`config.mk`:
```
export PLATFORM = sky130hd
export DESIGN_NAME = fqtr_addr_gen
export DESIGN_NICKNAME = d
export VERILOG_FILES = /design/src/fqtr_pkg.sv /design/src/fqtr_addr_gen.sv
export SDC_FILE = /design/constraint.sdc
export NUM_CORES = 1
export LEC_CHECK = 0
export BUFFER_PORTS_ARGS = -buffer_cell sky130_fd_sc_hd__buf_2
export CORE_MARGIN = 2
export CORE_UTILIZATION = 40
export CTS_CLUSTER_SIZE = 14
export DETAILED_ROUTE_END_ITERATION = 10
export SYNTH_ARGS = -nofsm -noshare
export SYNTH_HDL_FRONTEND = slang
export SYNTH_SLANG_ARGS = --single-unit
```
`constraint.sdc`:
```
create_clock -name clk -period 10.1 [get_ports clk]
set_clock_uncertainty 0.15 [all_clocks]
set_input_delay 1.01 -clock clk [delete_from_list [all_inputs] [get_ports clk]]
set_output_delay 1.01 -clock clk [all_outputs]
set_load 0.03 [all_outputs]
```
`src/fqtr_pkg.sv`:
```
// ----------------------------------------------------------------------------
// fqtr_pkg
// Shared types and constants of the quarter-turn frame rotator.
// ----------------------------------------------------------------------------
package fqtr_pkg;

  localparam int DIM_W      = 9;   // image_width / image_height registers
  localparam int TURN_W     = 8;   // turn_count register
  localparam int COLOR_W    = 8;
  localparam int PIX_W      = 3 * COLOR_W;
  localparam int CFG_IDX_W  = 2;
  localparam int CFG_DATA_W = DIM_W;

  // register indexes
  localparam logic [CFG_IDX_W-1:0] REG_WIDTH  = 2'd0;
  localparam logic [CFG_IDX_W-1:0] REG_HEIGHT = 2'd1;
  localparam logic [CFG_IDX_W-1:0] REG_DIR    = 2'd2;
  localparam logic [CFG_IDX_W-1:0] REG_COUNT  = 2'd3;

  typedef enum logic {
    OP_WRITE = 1'b0,
    OP_READ  = 1'b1
  } op_t;

  // per-read side info that travels with the memory read
  typedef struct packed {
    logic             is_last;
    logic [DIM_W-1:0] rot_w;
    logic [DIM_W-1:0] rot_h;
  } rd_info_t;

endpackage

```
`src/fqtr_addr_gen.sv`:
```
// ----------------------------------------------------------------------------
// fqtr_addr_gen
// Configuration registers, write index and rotated read position.
// Produces the frame store address for each transaction and advances
// the counters when it is accepted.
// ----------------------------------------------------------------------------
module fqtr_addr_gen #(
  parameter int MAX_SIDE   = 256,
  parameter int MAX_PIXELS = 65536
) (
  input  logic                              clk,
  input  logic                              rst_n,
  input  logic                              cfg_wr_en,
  input  logic [fqtr_pkg::CFG_IDX_W-1:0]    cfg_index,
  input  logic [fqtr_pkg::CFG_DATA_W-1:0]   cfg_data,
  input  logic                              acc,
  input  logic                              op,
  output logic [$clog2(MAX_PIXELS)-1:0]     mem_addr,
  output fqtr_pkg::rd_info_t                info
);

  import fqtr_pkg::*;

  localparam int ADDR_W = $clog2(MAX_PIXELS);
  localparam int FULL_W = 2 * DIM_W;
  localparam int POS_W  = ($clog2(MAX_SIDE) < DIM_W) ? $clog2(MAX_SIDE) : DIM_W;
  localparam logic [DIM_W-1:0] SIDE_CAP =
    (MAX_SIDE >= (1 << DIM_W)) ? {DIM_W{1'b1}} : DIM_W'(MAX_SIDE);

  logic [DIM_W-1:0]  width_r, height_r;
  logic              dir_r;
  logic [TURN_W-1:0] count_r;
  logic [FULL_W-1:0] widx_r, widx_nxt;
  logic [POS_W-1:0]  row_r, row_nxt, col_r, col_nxt;

  logic [DIM_W-1:0]  w, h, rot_w, rot_h;
  logic [1:0]        q;
  logic [FULL_W-1:0] total, widx_cur, widx_inc, addr_full;
  logic              stale;
  logic [DIM_W-1:0]  rd, cd, sr, sc, c_inc, r_inc;
  logic [FULL_W-1:0] sel_addr;
  logic [ADDR_W+FULL_W-1:0] addr_ext;

  // 0 -> 1, above the cap -> cap
  function automatic logic [DIM_W-1:0] clamp_side(input logic [DIM_W-1:0] v);
    logic [DIM_W-1:0] res;
    res = v;
    if (v == '0) begin
      res = DIM_W'(1);
    end else if (v > SIDE_CAP) begin
      res = SIDE_CAP;
    end
    return res;
  endfunction

  always_ff @(posedge clk) begin
    if (!rst_n) begin
      width_r  <= DIM_W'(1);
      height_r <= DIM_W'(1);
      dir_r    <= 1'b0;
      count_r  <= TURN_W'(1);
    end else if (cfg_wr_en) begin
      case (cfg_index)
        REG_WIDTH:  width_r  <= cfg_data;
        REG_HEIGHT: height_r <= cfg_data;
        REG_DIR:    dir_r    <= cfg_data[0];
        REG_COUNT:  count_r  <= cfg_data[TURN_W-1:0];
        default:    ;
      endcase
    end
  end

  always_comb begin
    w = clamp_side(width_r);
    h = clamp_side(height_r);
    // left turn n times == right turn 3n times
    q = dir_r ? 2'(count_r[1:0] * 2'd3) : count_r[1:0];
    rot_w = q[0] ? h : w;
    rot_h = q[0] ? w : h;
    total = {{DIM_W{1'b0}}, w} * {{DIM_W{1'b0}}, h};

    // write side
    widx_cur = (widx_r >= total) ? '0 : widx_r;
    widx_inc = widx_cur + FULL_W'(1);
    widx_nxt = (widx_inc >= total) ? '0 : widx_inc;

    // read side, restart if a config change left us outside the image
    stale = (DIM_W'(row_r) >= rot_h) || (DIM_W'(col_r) >= rot_w);
    rd = stale ? '0 : DIM_W'(row_r);
    cd = stale ? '0 : DIM_W'(col_r);
    case (q)
      2'd0: begin
        sr = rd;
        sc = cd;
      end
      2'd1: begin
        sr = cd;
        sc = w - DIM_W'(1) - rd;
      end
      2'd2: begin
        sr = h - DIM_W'(1) - rd;
        sc = w - DIM_W'(1) - cd;
      end
      default: begin
        sr = h - DIM_W'(1) - cd;
        sc = rd;
      end
    endcase
    addr_full = {{DIM_W{1'b0}}, sr} * {{DIM_W{1'b0}}, w} + {{DIM_W{1'b0}}, sc};

    c_inc = cd + DIM_W'(1);
    r_inc = rd + DIM_W'(1);
    if (c_inc >= rot_w) begin
      col_nxt = '0;
      row_nxt = (r_inc >= rot_h) ? '0 : r_inc[POS_W-1:0];
    end else begin
      col_nxt = c_inc[POS_W-1:0];
      row_nxt = rd[POS_W-1:0];
    end

    // store address modulo a power-of-two depth
    sel_addr = (op == OP_READ) ? addr_full : widx_cur;
    addr_ext = {{ADDR_W{1'b0}}, sel_addr};
    mem_addr = addr_ext[ADDR_W-1:0];

    info.is_last = (rd == rot_h - DIM_W'(1)) && (cd == rot_w - DIM_W'(1));
    info.rot_w   = rot_w;
    info.rot_h   = rot_h;
  end

  always_ff @(posedge clk) begin
    if (!rst_n) begin
      widx_r <= '0;
      row_r  <= '0;
      col_r  <= '0;
    end else if (acc) begin
      if (op == OP_READ) begin
        row_r <= row_nxt;
        col_r <= col_nxt;
      end else begin
        widx_r <= widx_nxt;
      end
    end
  end

endmodule

```
Word-level counts from Yosys, hierarchy flattened
Cells that the tools add are included.
W data, S select, Z words.
{"block": "totals", "in_bits": 16, "register_bits": 55, "elab_cells": 67, "output_inout_bits": 35}
{"block": "classes", "n_bitwise": 1, "order_cmp": 8, "reduce_logical": 12, "addsub": 12, "n_eq_ne": 7, "mul": 3, "muxes": 17}
{"op": "$mux W9", "count": 6}
{"op": "$pmux W9 S3", "count": 2}
{"op": "$mux W8", "count": 5}
{"op": "$ge A18 B18 Y1", "count": 2}
{"op": "$mux W18", "count": 2}
{"op": "$sub A9 B1 Y9 const B", "count": 4}
{"op": "$sub A9 B8 Y9", "count": 4}
{"op": "$add A18 B1 Y18 const B", "count": 1}
{"op": "$add A8 B1 Y9 const B", "count": 2}
{"op": "$eq A8 B9 Y1", "count": 2}
{"op": "$ge A8 B9 Y1", "count": 2}
{"op": "$ge A9 B9 Y1", "count": 2}
{"op": "$gt A9 B9 Y1 const B", "count": 2}
{"op": "$logic_not A9 Y1", "count": 2}
{"op": "$mul A9 B9 Y18", "count": 1}
{"op": "$add A16 B9 Y16", "count": 1}
{"op": "$mul A9 B9 Y16", "count": 1}
{"op": "$mux W16", "count": 1}
{"op": "$reduce_and A2 Y1", "count": 6}
{"op": "$eq A2 B2 Y1 const B", "count": 3}
{"op": "$eq A2 B1 Y1 const B", "count": 2}
{"op": "$logic_not A2 Y1", "count": 2}
{"op": "$mul A2 B1 Y2 const B", "count": 1}
{"op": "$mux W2", "count": 1}
{"op": "other kinds (3)", "count": 3}

Longest topological paths before layout
Gate-level depths: netlist (run 1).
{"block": "logic_depth", "word_depth": 12, "depth_mapped": 48, "mapped_depth_nobuf": 43}

Worst setup path before layout (run 1)
No wires, ideal clock.
{"block": "synth_path", "path_type": "reg2out", "start": "register width_r[8]", "end": "output mem_addr[15]", "required_ns": 8.940, "stages_incl_launch_ff": 38, "n_path_buf": 5, "slack_ns": -0.507, "arrival_ns": 9.447, "path_cell_list": "dfxtp_1 buf_2 buf_6 clkbuf_1 nor2_1 clkinv_1 o21ai_0 ha_1 inv_1 a21boi_0 o21ai_0 a21o_1 a31oi_2 nor2_1 buf_6 clkbuf_1 nand2_1 ha_1 [2 not listed] nand3b_1 xnor2_1 o22ai_1 nand2_1 fa_1 fa_1 fa_1 fa_1 inv_1 fa_1 ha_1 o41ai_1 o21ai_0 o41a_1 a31oi_1 and2_1 nand4_1 o221ai_1"}
{"item": "start, declared", "line": "fqtr_addr_gen.sv:30", "source": "logic [DIM_W-1:0] width_r, height_r;"}
{"item": "start signal, assigned", "line": "fqtr_addr_gen.sv:64", "source": "REG_WIDTH: width_r <= cfg_data;"}
{"item": "end, declared", "line": "fqtr_addr_gen.sv:18", "source": "output logic [$clog2(MAX_PIXELS)-1:0] mem_addr,"}

Worst setup path after layout (run 1)
{"block": "layout_path", "start": "register height_r[8]", "end": "output mem_addr[15]"}
{"block": "layout_between", "elab_chain_cells": 12, "elab_cells_between_ends": 24, "cone_classes": "6 x add/sub; 2 x mul; 4 x order compare; 10 x mux; 2 x reduce/logical"}
{"item": "start, declared", "line": "fqtr_addr_gen.sv:30"}
{"item": "start signal, assigned", "line": "fqtr_addr_gen.sv:65", "source": "REG_HEIGHT: height_r <= cfg_data;"}
{"item": "$gt A9 B9 Y1", "line": "fqtr_addr_gen.sv:50", "source": "end else if (v > SIDE_CAP) begin"}
{"item": "$mux W9", "line": "fqtr_addr_gen.sv:50"}
{"item": "$mux W9 (*)", "line": "fqtr_addr_gen.sv:48", "source": "if (v == '0) begin"}
{"item": "$mux W9 (on tied branches)", "line": "fqtr_addr_gen.sv:79, fqtr_addr_gen.sv:78"}
{"item": "$ge A8 B9 Y1", "line": "fqtr_addr_gen.sv:88", "source": "stale = (DIM_W'(row_r) >= rot_h) || (DIM_W'(col_r) >= rot_w);"}
{"item": "$logic_or A1 B1 Y1", "line": "fqtr_addr_gen.sv:88"}
{"item": "$mux W8 (on tied branches)", "line": "fqtr_addr_gen.sv:90, fqtr_addr_gen.sv:89"}
{"item": "$sub A9 B8 Y9 (on tied branches)", "line": "fqtr_addr_gen.sv:105, fqtr_addr_gen.sv:101"}
{"item": "$pmux W9 S3", "line": "fqtr_addr_gen.sv:91", "source": "case (q)"}
{"item": "$mul A9 B9 Y16", "line": "fqtr_addr_gen.sv:109", "source": "addr_full = {{DIM_W{1'b0}}, sr} * {{DIM_W{1'b0}}, w} + {{DIM_W{1'b0}}, sc};"}
{"item": "$add A16 B9 Y16", "line": "fqtr_addr_gen.sv:109"}
{"item": "$mux W16 (*)", "line": "fqtr_addr_gen.sv:122", "source": "sel_addr = (op == OP_READ) ? addr_full : widx_cur;"}
Every way passes the cells marked *; elsewhere a longest branch is shown, timed or not.

==> flow_metrics.env, run 1 <==
export IMPL_grt_pass1_wl_um=60910
export IMPL_routed_vias=11550
export IMPL_worst_hold_margin_ns=0.3538
export IMPL_post_detailed_routing_wire_length_um=38170
export IMPL_drt_pass1_iterations=5
export IMPL_worst_min_path_start="widx_r[0]"
export IMPL_min_delay_path_class="register to register"
export IMPL_postLayoutSetupSlackWorst_ns=0.3481
export IMPL_antenna_violations_before_repair=0
export IMPL_synth_edff_count=0
export IMPL_post_synth_cell_area_avg_um2=7.878
export IMPL_remaining_drc_errors=0
export IMPL_clock_tree_buffer_depth=2
export IMPL_post_place_ws_ns=-0.09125
export IMPL_slowest_stage="fa_1"
export IMPL_portBuffers=50
export IMPL_total_leakage_power_nw=6.898
export IMPL_internal_reg_to_reg_setup_slack_ns=0.50
export IMPL_initial_utilization=0.4073
export IMPL_synth_cells=1590
export IMPL_crit_reg2reg_launch="height_r[8]"
export IMPL_h_tree_depth=2
export IMPL_finalPower_uw=917.5
export IMPL_synth_net_count=1887
export IMPL_synth_top_flop_cell="dfxtp_1"
export IMPL_hold_depth=2
export IMPL_cts_root_buf="clkbuf_16"
export IMPL_number_of_buffer_and_inverter_stages_on_the_critical_path=6
export IMPL_synth_cell_area_um2=12530
export IMPL_via_count_of_the_first_global_routing_pass=11210
export IMPL_depth_of_the_worst_register_to_register_path=41
export IMPL_synth_seq_cells=55
export IMPL_post_dp_hpwl_um=30860
export IMPL_power_report_internal_total_uw=507.1
export IMPL_cts_clk_pin_slew_worst_paths_ns=0.08
export IMPL_ys_types=95
export IMPL_gp_congestion=0.9165
export IMPL_yosysSeqAreaShare=0.08790
export IMPL_wire_per_inst_um=18.21
export IMPL_critPathArrivalTime_ns=8.59
export IMPL_max_clock_freq_mhz=102.5
export IMPL_setup_violations=0
export IMPL_drt_antenna_violating_nets=0
export IMPL_layout_commonest_cell="inv_1"
export IMPL_status="completed"
export IMPL_pwr_share_comb=0.542
export IMPL_max_cap_check_violation_count=0
export IMPL_hold_viol=0
export IMPL_num_nets_final=1996
export IMPL_antenna_cells=0
export IMPL_fp_dieArea_um2=32750
export IMPL_violation_count_after_the_first_detailed_route_iteration=689
export IMPL_irDropWorstVdd_uv=57.48
export IMPL_timing_worst_slew_pin_value_ns=0.9146
export IMPL_critical_path_endpoint_type="primary output"
export IMPL_die_h_um=181.0
export IMPL_core_rowCount=64
export IMPL_area_growth_syn_to_layout_pct=14.57
export IMPL_cp_slowest_stage_delay_ns=0.57
export IMPL_grt_start_max_net_pins=44
export IMPL_fillerInstances=3111
export IMPL_vias_per_cell=5.512
export IMPL_chipWidth_um=181.0
export IMPL_worst_endpoint_required_ns=8.94
export IMPL_whs_endpoint="widx_r[0]"
export IMPL_cpLargestDelayFamily="adder cells"
export IMPL_dp_cells=2074
export IMPL_netSwitchingPower_uw=410.4
export IMPL_core_area_um2=30750
export IMPL_top_library_cells_by_usage_in_the_layout_fill_and_taps_aside="inv_1 (198), nand2_1 (178), ha_1 (170)"
export IMPL_fin_crit_sh=0.9655
export IMPL_clock_latency_ns=0.32
export IMPL_final_cell_count_no_fill=2096
export IMPL_globalRoute_totalOverflow=0
export IMPL_switching_share_of_power=0.4473
export IMPL_crit_path_max_fanout=6
export IMPL_crit_path_start_kind="register"
export IMPL_final_max_slew_violation_count=0
export IMPL_power_per_cell_area_nw_per_um2=63.93
export IMPL_postSynth_asyncResetShare=0
export IMPL_post_route_core_utilization=0.4667
export IMPL_post_cts_hold_buffer_count=0
export IMPL_path_class="register to primary output"
export IMPL_cts_tree="built"
export IMPL_power_frac_clock=0.211
export IMPL_floorplan_io_pins=51
export IMPL_grt_usage=0.2326
export IMPL_cp_common_cell="inv_1"
export IMPL_seq_power_share=0.247
export IMPL_fraction_of_final_layout_cells_sized_beyond_drive_strength_1=0.1706
export IMPL_fin_area_um2=14350
export IMPL_synth_warning_count=0
export IMPL_cts_buffers_inserted=5
export IMPL_timing_final_crit_period_ns=9.752
export IMPL_slew_headroom=0.3876
export IMPL_placed_cell_area_um2=13810
export IMPL_timing_rr_end="widx_r[8]"
export IMPL_final_setup_tns_ns=0
export IMPL_cts_sinks=55
## power by group through the flow
stage,clock network (mW),registers [mW],logic [mW]
after floorplan,0,0.229,0.333
after global placement,0,0.231,0.463
after detailed placement,0,0.231,0.469
after CTS,0.199,0.226,0.475
after global routing,0.206,0.227,0.542
final,0.194,0.227,0.497
## worst max path at each step
stage | start | end | slack (ns) | depth (start not counted)
floorplan | width_r[8] | mem_addr[15] | 0.04 | 38
global placement | height_r[1] | mem_addr[15] | 0.09 | 40
detailed placement | width_r[4] | mem_addr[15] | -0.09 | 41
CTS | width_r[2] | mem_addr[15] | 0.02 | 43
global route | height_r[8] | mem_addr[15] | -0.11 | 42
finish | height_r[8] | mem_addr[15] | 0.35 | 42
## cell families after synthesis
group	after synthesis	share of synthesized area
buf+inv	278	0.08890
xor+xnor	97	0.06783
mux	43	0.03676
flops	55	0.08790
compound gates	276	0.1587
simple gates	560	0.2157
fa+ha+maj	281	0.3442
## synth_stat cells (all sizes together), types with 23 or more instances
cell type  instances  area (um2)
nor3              23       115.1
a21oi             41       209.0
xor2              36       315.3
nor2b             48       305.3
nand2b            31       196.4
fa               106        2122
and2              35       220.2
ha               175        2190
o21ai             54       274.0
nand2            180       683.2
nand3             28       145.1
nor2             143       536.8
inv              201       754.5
dfxtp             55        1101
mux2i             32       336.6
xnor2             61       534.3
clkbuf            55       207.7
## what timing repair did
action / in CTS / in global routing
cloned: 0 / 0
setup endpoints to repair: 3 / 24
gates resized for setup: 12 / 65
pin swaps: 2 / 30
buffers inserted: 2 / 12
## worst register-to-register path: cells and delay by family (launching register included)
kind	cells	cell delay (ns)
and+or+nand+nor	7	1.20
xor gates and xnor gates	2	0.50
AOI/OAI and AO/OA	18	3.69
buffers and inverters	6	0.69
DFF	1	0.35
adders and majority gates	8	2.94
## flip-flops by register name, summed over array words and instances (netlist names)
| register | count |
|---|---|
| col_r | 8 |
| height_r | 9 |
| row_r | 8 |
| dir_r | 1 |
| widx_r | 18 |
| count_r | 2 |
| width_r | 9 |
## final cells by class
| type | instances | area (um2) | share of cell area |
|---|---|---|---|
| clock inverters | 3 | 23.77 | 0.001656 |
| flip-flops and latches | 55 | 1107 | 0.07716 |
| inverters | 202 | 758.2 | 0.05283 |
| well taps | 396 | 495.5 | 0.03452 |
| repair buffers | 178 | 1249 | 0.08701 |
| clock buffers | 5 | 125.1 | 0.008718 |
| multi-input cells | 1257 | 10590 | 0.7381 |
## per-layer routing
metal	part of all wire	GRT usage	vias up
li1	-	-	5566
met1	0.45	0.3201	5659
met2	0.48	0.3868	284
met3	0.054	0.02721	44
met4	0.020	0.06179	0
met5	0	0	-
(Power assumes the default switching activity.)
==> inputs of run 2 (changes only) <==
- BUFFER_PORTS_ARGS: -buffer_cell sky130_fd_sc_hd__buf_2 -> unset
- DONT_BUFFER_PORTS: unset -> 1
==> flow_metrics.env, run 2 (synthesized netlist as in run 1, its figures left out) <==
export IMPL_fin_crit_sh=0.9695
export IMPL_fillerInstances=3095
export IMPL_unrepaired_setup_endpoints_after_global_routing="true"
export IMPL_min_delay_path_class="register to register"
export IMPL_final_max_slew_violation_count=0
export IMPL_seq_area_um2=1109
export IMPL_fraction_of_final_layout_cells_sized_beyond_drive_strength_1=0.1527
export IMPL_post_dp_hpwl_um=30480
export IMPL_cp_slowest_stage_delay_ns=0.59
export IMPL_setup_violations=0
export IMPL_cts_tree="built"
export IMPL_globalRoute_totalOverflow=0
export IMPL_worst_hold_margin_ns=0.3513
export IMPL_critical_path_endpoint_type="primary output"
export IMPL_fp_dieArea_um2=32750
export IMPL_multi_input_area_um2=10710
export IMPL_critPathArrivalTime_ns=8.63
export IMPL_path_class="register to primary output"
export IMPL_cts_buffers_inserted=5
export IMPL_crit_path_start_kind="register"
export IMPL_finalPower_uw=963.8
export IMPL_cts_root_buf="clkbuf_16"
export IMPL_via_count_of_the_first_global_routing_pass=11180
export IMPL_antenna_cells=0
export IMPL_vias_per_cell=5.560
export IMPL_cp_common_cell="fa_1"
export IMPL_clock_latency_ns=0.34
export IMPL_postLayoutSetupSlackWorst_ns=0.3080
export IMPL_post_detailed_routing_wire_length_um=37910
export IMPL_post_cts_hold_buffer_count=0
export IMPL_crit_path_max_fanout=31
export IMPL_initial_utilization=0.4073
export IMPL_drt_pass1_iterations=6
export IMPL_top_library_cells_by_usage_in_the_layout_fill_and_taps_aside="inv_1 (196), nand2_1 (177), ha_1 (166)"
export IMPL_drt_antenna_violating_nets=0
export IMPL_remaining_drc_errors=0
export IMPL_post_place_ws_ns=-0.2521
export IMPL_max_flop_register="widx_r"
export IMPL_wire_per_inst_um=18.53
export IMPL_largest_reg_flops=18
export IMPL_grt_usage=0.2314
export IMPL_post_route_core_utilization=0.4642
export IMPL_h_tree_depth=2
export IMPL_max_cap_check_violation_count=0
export IMPL_timing_worst_slew_pin_value_ns=0.9700
export IMPL_violation_count_after_the_first_detailed_route_iteration=895
export IMPL_status="completed"
export IMPL_max_clock_freq_mhz=102.1
export IMPL_chipWidth_um=181.0
export IMPL_total_leakage_power_nw=6.706
export IMPL_irDropWorstVdd_uv=96.77
export IMPL_timing_final_crit_period_ns=9.792
export IMPL_dp_cells=2026
export IMPL_reg_top3="widx_r (18), height_r (9), width_r (9)"
export IMPL_slowest_stage="fa_1"
export IMPL_clock_tree_buffer_depth=2
export IMPL_routed_vias=11380
export IMPL_gp_congestion=0.9069
export IMPL_cts_sinks=55
export IMPL_grt_pass1_wl_um=59980
export IMPL_num_nets_final=1946
export IMPL_antenna_violations_before_repair=0
export IMPL_portBuffers=0
export IMPL_hold_viol=0
export IMPL_cts_clk_pin_slew_worst_paths_ns=0.08
export IMPL_layout_commonest_cell="inv_1"
export IMPL_core_rowCount=64
export IMPL_floorplan_io_pins=51
export IMPL_core_area_um2=30750
export IMPL_final_cell_count_no_fill=2046
export IMPL_worst_endpoint_required_ns=8.94
export IMPL_grt_start_max_net_pins=44
export IMPL_die_h_um=181.0
export IMPL_slew_headroom=0.3505
export IMPL_area_growth_syn_to_layout_pct=13.95
export IMPL_power_per_cell_area_nw_per_um2=67.52
## run 2: repair_timing
item / in CTS / in global routing
pin swaps: 2 / 42
buffers inserted: 2 / 10
setup endpoints to repair: 3 / 23
gates resized for setup: 13 / 86
## run 2: stage by stage
step                      setup TNS (ns)  cell area, um2
after floorplan                        0           12540
after CTS                              0           13860
after global routing             -0.3060           14270
after detailed placement         -0.2521           13610
final                                  0           14270
after global placement          -0.06624           13610
## run 2: worst paths after layout
kind	cells past startpoint	slack (ns)	to	startpoint
setup / recovery	39	0.31	mem_addr[15]	height_r[8]
hold / removal	2	0.35	widx_r[0]	widx_r[0]
setup reg to reg	43	0.55	widx_r[5]	width_r[7]
hold reg to reg	2	0.35	widx_r[0]	widx_r[0]
## run 2: metal layers
layer | vias up | part of all wire | GRT usage
li1 | 5468 | - | -
met1 | 5495 | 0.43 | 0.3149
met2 | 361 | 0.47 | 0.3788
met3 | 51 | 0.067 | 0.02600
met4 | 0 | 0.030 | 0.08553
met5 | - | 0 | 0
## run 2: where the power goes
part | total (mW) | internal (mW) | switching, mW
Clock | 0.224 | 0.119 | 0.105
Sequential | 0.226 | 0.221 | 0.00537
Combinational | 0.514 | 0.205 | 0.309
Total | 0.964 | 0.545 | 0.419
## run 2: final cells by class
class / count / share of cell area
multi-input cells: 1257 / 0.7500
inverters: 202 / 0.05312
flip-flops and latches: 55 / 0.07766
well taps: 396 / 0.03471
clock inverters: 2 / 0.002717
repair buffers: 128 / 0.07276
clock buffers: 6 / 0.009029
## run 2: worst max-delay path: cells and delay by family, from the launching register on
family | cells | cell delay (ns)
xor gates and xnor gates | 1 | 0.15
AOI/OAI and AO/OA | 12 | 2.14
and+or+nand+nor | 11 | 1.33
adders and majority gates | 9 | 3.55
DFF | 1 | 0.38
buffers and inverters | 6 | 0.73
